--- config.mk ---
export PLATFORM = sky130hd
export DESIGN_NAME = stepper_move_sequencer_top
export DESIGN_NICKNAME = d
export VERILOG_FILES = /design/src/sv/sms_pkg.sv /design/src/sv/sms_core.sv /design/src/sv/sms_out_reg.sv /design/src/sv/stepper_move_sequencer_top.sv
export SDC_FILE = /design/constraint.sdc
export NUM_CORES = 1
export LEC_CHECK = 0
export BUFFER_PORTS_ARGS = -buffer_cell sky130_fd_sc_hd__buf_2
export CORE_MARGIN = 3
export CORE_UTILIZATION = 48
export CTS_CLUSTER_SIZE = 12
export DETAILED_ROUTE_END_ITERATION = 7
export PLACE_DENSITY = 0.78
export SLEW_MARGIN = 30
export SYNTH_ARGS = -nofsm -noshare
export SYNTH_HDL_FRONTEND = slang
export SYNTH_SLANG_ARGS = --single-unit
--- constraint.sdc ---
create_clock -name aclk -period 4.08 [get_ports aclk]
set_input_delay 1.02 -clock aclk [delete_from_list [all_inputs] [get_ports aclk]]
set_output_delay 1.02 -clock aclk [all_outputs]
set_load 0.01 [all_outputs]
--- src/sv/sms_pkg.sv ---
// ----------------------------------------------------------------------------
// Stepper move sequencer package
// Shared item codes, field widths and the result record.
// ----------------------------------------------------------------------------
package sms_pkg;

    localparam int KIND_W   = 3;
    localparam int STEPS_W  = 24;
    localparam int PERIOD_W = 20;
    localparam int HALF_W   = STEPS_W + 1;
    localparam int OUTC_W   = 2;

    localparam logic [KIND_W-1:0] KIND_START = 3'd0;
    localparam logic [KIND_W-1:0] KIND_TICK  = 3'd1;
    localparam logic [KIND_W-1:0] KIND_RIGHT = 3'd2;
    localparam logic [KIND_W-1:0] KIND_LEFT  = 3'd3;
    localparam logic [KIND_W-1:0] KIND_ESTOP = 3'd4;

    localparam logic [OUTC_W-1:0] OUT_FINISHED = 2'd0;
    localparam logic [OUTC_W-1:0] OUT_RIGHT    = 2'd1;
    localparam logic [OUTC_W-1:0] OUT_LEFT     = 2'd2;
    localparam logic [OUTC_W-1:0] OUT_ESTOP    = 2'd3;

    typedef struct packed {
        logic              step_level;
        logic              dir_level;
        logic              enable_n;
        logic              busy_res;
        logic              done_res;
        logic [OUTC_W-1:0] outcome;
    } result_t;

endpackage

--- src/sv/sms_core.sv ---
// ----------------------------------------------------------------------------
// Stepper move sequencer core
// Move state, tick divider and half-step counter, updated once per transfer.
// ----------------------------------------------------------------------------
module sms_core (
    input  logic                         aclk,
    input  logic                         aresetn,
    input  logic                         cfg_we,
    input  logic                         cfg_wdata,
    input  logic                         accept,
    input  logic [sms_pkg::KIND_W-1:0]   kind,
    input  logic                         direction,
    input  logic [sms_pkg::STEPS_W-1:0]  step_count,
    input  logic [sms_pkg::PERIOD_W-1:0] half_period,
    input  logic                         right_limit_level,
    input  logic                         left_limit_level,
    output sms_pkg::result_t             result
);

    logic                         right_is_dir_high_reg;
    logic                         moving_reg, moving_next;
    logic                         move_dir_reg, move_dir_next;
    logic [sms_pkg::HALF_W-1:0]   half_left_reg, half_left_next;
    logic [sms_pkg::PERIOD_W-1:0] tick_cnt_reg, tick_cnt_next;
    logic [sms_pkg::PERIOD_W-1:0] period_reg, period_next;
    logic                         step_out_reg, step_out_next;
    logic                         dir_out_reg, dir_out_next;
    logic [sms_pkg::OUTC_W-1:0]   outcome_reg, outcome_next;

    logic                         finish;
    logic [sms_pkg::OUTC_W-1:0]   finish_code;
    logic [sms_pkg::PERIOD_W-1:0] tick_inc;
    logic [sms_pkg::HALF_W-1:0]   half_dec;

    assign tick_inc = tick_cnt_reg + {{(sms_pkg::PERIOD_W-1){1'b0}}, 1'b1};
    assign half_dec = half_left_reg - {{(sms_pkg::HALF_W-1){1'b0}}, 1'b1};

    always_comb begin
        moving_next    = moving_reg;
        move_dir_next  = move_dir_reg;
        half_left_next = half_left_reg;
        tick_cnt_next  = tick_cnt_reg;
        period_next    = period_reg;
        step_out_next  = step_out_reg;
        dir_out_next   = dir_out_reg;
        finish         = 1'b0;
        finish_code    = sms_pkg::OUT_FINISHED;

        if (!moving_reg) begin
            if (kind == sms_pkg::KIND_START) begin
                if (right_limit_level && direction) begin
                    finish      = 1'b1;
                    finish_code = sms_pkg::OUT_RIGHT;
                end else if (left_limit_level && !direction) begin
                    finish      = 1'b1;
                    finish_code = sms_pkg::OUT_LEFT;
                end else begin
                    move_dir_next  = direction;
                    dir_out_next   = ~(right_is_dir_high_reg ^ direction);
                    step_out_next  = 1'b0;
                    tick_cnt_next  = '0;
                    period_next    = (half_period == '0) ?
                                     {{(sms_pkg::PERIOD_W-1){1'b0}}, 1'b1} : half_period;
                    half_left_next = {step_count, 1'b0};
                    if (step_count == '0) begin
                        finish      = 1'b1;
                        finish_code = sms_pkg::OUT_FINISHED;
                    end else begin
                        moving_next = 1'b1;
                    end
                end
            end
        end else begin
            case (kind)
                sms_pkg::KIND_TICK: begin
                    tick_cnt_next = tick_inc;
                    if (tick_inc >= period_reg) begin
                        tick_cnt_next  = '0;
                        half_left_next = half_dec;
                        step_out_next  = half_dec[0];
                        if (half_dec == '0) begin
                            finish      = 1'b1;
                            finish_code = sms_pkg::OUT_FINISHED;
                        end
                    end
                end
                sms_pkg::KIND_RIGHT: begin
                    if (right_limit_level && move_dir_reg) begin
                        finish      = 1'b1;
                        finish_code = sms_pkg::OUT_RIGHT;
                    end
                end
                sms_pkg::KIND_LEFT: begin
                    if (left_limit_level && !move_dir_reg) begin
                        finish      = 1'b1;
                        finish_code = sms_pkg::OUT_LEFT;
                    end
                end
                sms_pkg::KIND_ESTOP: begin
                    finish      = 1'b1;
                    finish_code = sms_pkg::OUT_ESTOP;
                end
                default: begin
                end
            endcase
        end

        outcome_next = outcome_reg;
        if (finish) begin
            moving_next    = 1'b0;
            step_out_next  = 1'b0;
            half_left_next = '0;
            tick_cnt_next  = '0;
            outcome_next   = finish_code;
        end

        result.step_level = step_out_next;
        result.dir_level  = dir_out_next;
        result.enable_n   = ~moving_next;
        result.busy_res   = moving_next;
        result.done_res   = finish;
        result.outcome    = outcome_next;
    end

    always_ff @(posedge aclk) begin
        if (!aresetn) begin
            right_is_dir_high_reg <= 1'b1;
            moving_reg            <= 1'b0;
            move_dir_reg          <= 1'b0;
            half_left_reg         <= '0;
            tick_cnt_reg          <= '0;
            period_reg            <= {{(sms_pkg::PERIOD_W-1){1'b0}}, 1'b1};
            step_out_reg          <= 1'b0;
            dir_out_reg           <= 1'b0;
            outcome_reg           <= sms_pkg::OUT_FINISHED;
        end else begin
            if (cfg_we) begin
                right_is_dir_high_reg <= cfg_wdata;
            end
            if (accept) begin
                moving_reg    <= moving_next;
                move_dir_reg  <= move_dir_next;
                half_left_reg <= half_left_next;
                tick_cnt_reg  <= tick_cnt_next;
                period_reg    <= period_next;
                step_out_reg  <= step_out_next;
                dir_out_reg   <= dir_out_next;
                outcome_reg   <= outcome_next;
            end
        end
    end

endmodule

--- src/sv/sms_out_reg.sv ---
// ----------------------------------------------------------------------------
// Stepper move sequencer result register
// Holds one result until its transfer and accepts a new item in the same cycle.
// ----------------------------------------------------------------------------
module sms_out_reg (
    input  logic             aclk,
    input  logic             aresetn,
    input  logic             in_valid,
    output logic             in_ready,
    input  sms_pkg::result_t in_result,
    output logic             out_valid,
    input  logic             out_ready,
    output sms_pkg::result_t out_result
);

    logic             valid_reg;
    sms_pkg::result_t result_reg;

    assign in_ready   = ~valid_reg | out_ready;
    assign out_valid  = valid_reg;
    assign out_result = result_reg;

    always_ff @(posedge aclk) begin
        if (!aresetn) begin
            valid_reg <= 1'b0;
        end else if (in_ready) begin
            valid_reg <= in_valid;
        end
    end

    always_ff @(posedge aclk) begin
        if (in_valid && in_ready) begin
            result_reg <= in_result;
        end
    end

endmodule

--- src/sv/stepper_move_sequencer_top.sv ---
// ----------------------------------------------------------------------------
// Stepper move sequencer top level
// Step/direction move control driven by start, tick, limit and stop items.
// ----------------------------------------------------------------------------
// Items enter on the s_ channel with valid/ready. Each transfer yields exactly
// one result on the m_ channel carrying the step, direction and enable pin
// levels, the busy and done flags and the outcome of the last finished move.
// A result is registered and appears in the cycle after its item is taken. The
// block takes one item per cycle unless the receiver stalls, and the single
// result register sets that rate. A start refused by an active limit switch,
// or one with zero steps, ends on the same item with the done flag set.
// cfg_wdata sets the direction pin polarity register, written with cfg_we;
// the user must write it while no move is running; the block does not check.
// Synchronous reset clears the move state, empties the result register and
// sets the polarity to drive the direction pin high for right moves.
// When the receiver stalls, the held result stays in place and s_ready drops
// until the result transfer completes; no item is lost or repeated.
// ----------------------------------------------------------------------------
module stepper_move_sequencer_top (
    input  logic                         aclk,
    input  logic                         aresetn,
    input  logic                         cfg_we,
    input  logic                         cfg_wdata,
    input  logic                         s_valid,
    output logic                         s_ready,
    input  logic [sms_pkg::KIND_W-1:0]   s_kind,
    input  logic                         s_direction,
    input  logic [sms_pkg::STEPS_W-1:0]  s_step_count,
    input  logic [sms_pkg::PERIOD_W-1:0] s_half_period,
    input  logic                         s_right_limit_level,
    input  logic                         s_left_limit_level,
    output logic                         m_valid,
    input  logic                         m_ready,
    output logic                         m_step_level,
    output logic                         m_dir_level,
    output logic                         m_enable_n,
    output logic                         m_busy_res,
    output logic                         m_done_res,
    output logic [sms_pkg::OUTC_W-1:0]   m_outcome
);

    sms_pkg::result_t core_result;
    sms_pkg::result_t out_result;
    logic             accept;

    assign accept = s_valid & s_ready;

    sms_core u_core (
        .aclk              (aclk),
        .aresetn           (aresetn),
        .cfg_we            (cfg_we),
        .cfg_wdata         (cfg_wdata),
        .accept            (accept),
        .kind              (s_kind),
        .direction         (s_direction),
        .step_count        (s_step_count),
        .half_period       (s_half_period),
        .right_limit_level (s_right_limit_level),
        .left_limit_level  (s_left_limit_level),
        .result            (core_result)
    );

    sms_out_reg u_out_reg (
        .aclk       (aclk),
        .aresetn    (aresetn),
        .in_valid   (s_valid),
        .in_ready   (s_ready),
        .in_result  (core_result),
        .out_valid  (m_valid),
        .out_ready  (m_ready),
        .out_result (out_result)
    );

    assign m_step_level = out_result.step_level;
    assign m_dir_level  = out_result.dir_level;
    assign m_enable_n   = out_result.enable_n;
    assign m_busy_res   = out_result.busy_res;
    assign m_done_res   = out_result.done_res;
    assign m_outcome    = out_result.outcome;

endmodule

==> impl_metrics.json <==
{
  "status": "complete, no violations",
  "cts_buffer_depth": 2,
  "n_antenna_cell": 0,
  "ff_latch_area_sq_um": 1670,
  "ir_worst_vdd_v": 0.000135,
  "io_pins": 65,
  "grt_overflow": 0,
  "core_area_sq_um": 9820,
  "r2r-end": "u_out_reg.out_result[1]",
  "first_global_vias": 4548,
  "holdWs_ns": 0.461,
  "yosysWarnings": 0,
  "numPortBuffers": 64,
  "multi_input_area_sq_um": 2940,
  "min_to": "u_core.period_reg[8]",
  "path_class": "register to register",
  "nFillCells": 943,
  "drive_above_1_share_pct": 16.7,
  "start_kind": "register",
  "synth_flop_cell": "dfxtp_1",
  "setup_ws_ns": 0.253,
  "dr.pass1.iters": 5,
  "die_w_microns": 107,
  "min_path_cells": 2,
  "area_growth_pct": 13.6,
  "pre_cts_ws_ns": 0.0223,
  "die-height_microns": 107,
  "hold_buffers": 0,
  "dp.cells": 804,
  "place_congestion": 0.871,
  "synth_area_sq_um": 4860,
  "maxCapViolations": 0,
  "layout.nets": 761,
  "maxSlewHeadroom_pct": 47.9,
  "yosysSeqAreaShare_pct": 34.4,
  "post_drt_via_cell_ratio": 5.73,
  "synth_edf_count": 7,
  "synth_top_cell_area_share_pct": 30.1,
  "rows": 36,
  "fin_cells": 820,
  "clock_sinks": 80,
  "required_ns": 4.18,
  "clock_latency_ns": 0.36,
  "rsz0062_at_grt": "no",
  "synth_area_leaders": "dfxtp_1, nand2_1, xnor2_1, ha_1, nor2_1",
  "r2r_start": "u_core.tick_cnt_reg[4]",
  "avgSynthCellArea_sq_um": 7.76,
  "cts_made_buffers": 9,
  "power.total_mw": 1.62,
  "ys_async_sr_fraction_pct": 0,
  "worst-r2r-cell-count": 14,
  "hp-class": "register to register",
  "place_area_sq_um": 5310,
  "crit_path_end_kind": "register",
  "fin_skew_ns": 0.0147,
  "drt_wl_total_microns": 12400,
  "yosysTopAreaCell": "dfxtp_1",
  "fin_crit_sh_pct": 93.8,
  "wl_per_cell_microns": 15.1,
  "root_buffer": "clkbuf_8",
  "ant_nets": 0,
  "grt_pass1_wl_microns": 20700,
  "cp.arrival_ns": 3.93,
  "htreeDepth": 3,
  "num_vias": 4698,
  "path_max_fanout": 10,
  "drc_errors": 0,
  "drt_iter0_markers": 254,
  "antenna_found_initial": 0,
  "worstMarginPinSlew_ns": 0.781,
  "syn_inst": 626,
  "min_from": "u_core.period_reg[8]",
  "largest_reg_flops": 25,
  "hpwl_microns": 8990,
  "clkSlewWorstSetupHoldPaths_ns": 0.09,
  "grt_max_degree": 31,
  "leakagePower_nw": 2.12,
  "design_area_sq_um": 5510,
  "ys_seq_elements": 80,
  "die_area_sq_um": 11400,
  "maxSlewViolCount": 0,
  "final_util_pct": 56.2,
  "setup_violations": 0,
  "power_per_cell_area_nw_per_um2": 293,
  "max_freq_ghz": 0.261,
  "start_util_pct": 49.5,
  "r2r_slack_ns": 0.25,
  "tritoncts": "done",
  "synth_fp_nets": 705,
  "grt_use_total_pct": 22.0,
  "period_needed_ns": 3.83,
  "hold_viol_final": 0,
  "setup_tns_ns": 0,
  "ys_types": 57
}
placed cells by master, fill, tap and decap left out, types with 14 or more instances in the layout:
master    n
inv_1    33
a21oi_1  45
buf_4    14
xor2_1   22
ha_1     23
dfxtp_1  71
nand2_1  92
xnor2_1  34
nand3_1  37
buf_2    64
o31ai_1  17
nor2_1   66
o21ai_0  19
nor4_1   15
nor3_1   17
where the power goes:
| group | total [mW] | switching, mW | internal (mW) |
|---|---|---|---|
| Clock | 0.534 | 0.313 | 0.221 |
| Combinational | 0.263 | 0.157 | 0.105 |
| Sequential | 0.821 | 0.0138 | 0.807 |
| Total | 1.62 | 0.484 | 1.13 |
worst max path at each step:
stage | startpoint | endpoint | slack (ns)
5_1_grt | u_core.tick_cnt_reg[13] | u_out_reg.out_result[1] | 0.04
3_5_place_dp | u_core.tick_cnt_reg[0] | u_core.half_left_reg[10] | 0.02
3_3_place_gp | u_core.tick_cnt_reg[0] | u_core.half_left_reg[7] | 0.16
4_1_cts | u_core.tick_cnt_reg[0] | u_core.half_left_reg[1] | 0.04
2_1_floorplan | u_core.tick_cnt_reg[0] | u_out_reg.out_result[1] | 0.09
6_report | u_core.tick_cnt_reg[4] | u_out_reg.out_result[1] | 0.25
Yosys cell counts (7+ instances only):
cell type and number:
a21oi_1 46, clkbuf_1 26, dfxtp_1 73, edfxtp_1 7, ha_1 23, inv_1 33
nand2_1 92, nand3_1 38, nand4_1 11, nor2_1 66, nor3_1 20, nor4_1 16
o21ai_0 19, o31ai_1 17, xnor2_1 34, xor2_1 22
layer usage:
layer	vias to the layer above	GRT usage [%]	share of wire, %
met3	29	3.97	5.3
met1	2212	27.3	44
li1	2315	-	-
met5	-	0	0
met4	0	9.86	2.6
met2	142	37.3	48
repair_timing:
item,4_1_cts,5_1_grt
buffers inserted,0,0
pin swaps,0,1
gates cloned,0,0
setup endpoints to repair,25,55
resized for setup,1,11
cell families (layout without fill, tap and decap cells):
| kind of cell | after synthesis | after routing | synth area share [%] |
|---|---|---|---|
| simple gates | 277 | 277 | 26.6 |
| xor+xnor | 56 | 56 | 10.1 |
| flops | 80 | 80 | 34.4 |
| mux | 4 | 4 | 0.850 |
| buf+inv | 67 | 128 | 5.69 |
| compound gates | 119 | 119 | 16.4 |
| fa+ha+maj | 23 | 23 | 5.93 |
critical path, cell delays in order, from the launching register on:
cell and delay, ns:
dfxtp_1 0.43, nand3_1 0.15, nor3_2 0.22, nand4_1 0.19, or3_1 0.44, xnor2_1 0.15, ha_1 0.28, and4_1 0.21
nand2_1 0.10, nor3_1 0.24, a211oi_1 0.14, a2111o_1 0.45, o31ai_4 0.27, buf_4 0.21, o21ai_0 0.10
area by class of cell:
| cell class | instances | share of cell area [%] |
|---|---|---|
| multi-input cells | 479 | 53.4 |
| flip-flops and latches | 80 | 30.4 |
| repair buffers | 79 | 7.92 |
| well taps | 133 | 3.02 |
| clock buffers | 9 | 2.25 |
| inverters | 33 | 2.25 |
| clock inverters | 7 | 0.840 |
No activity file was read; power rests on OpenSTA's default activity.
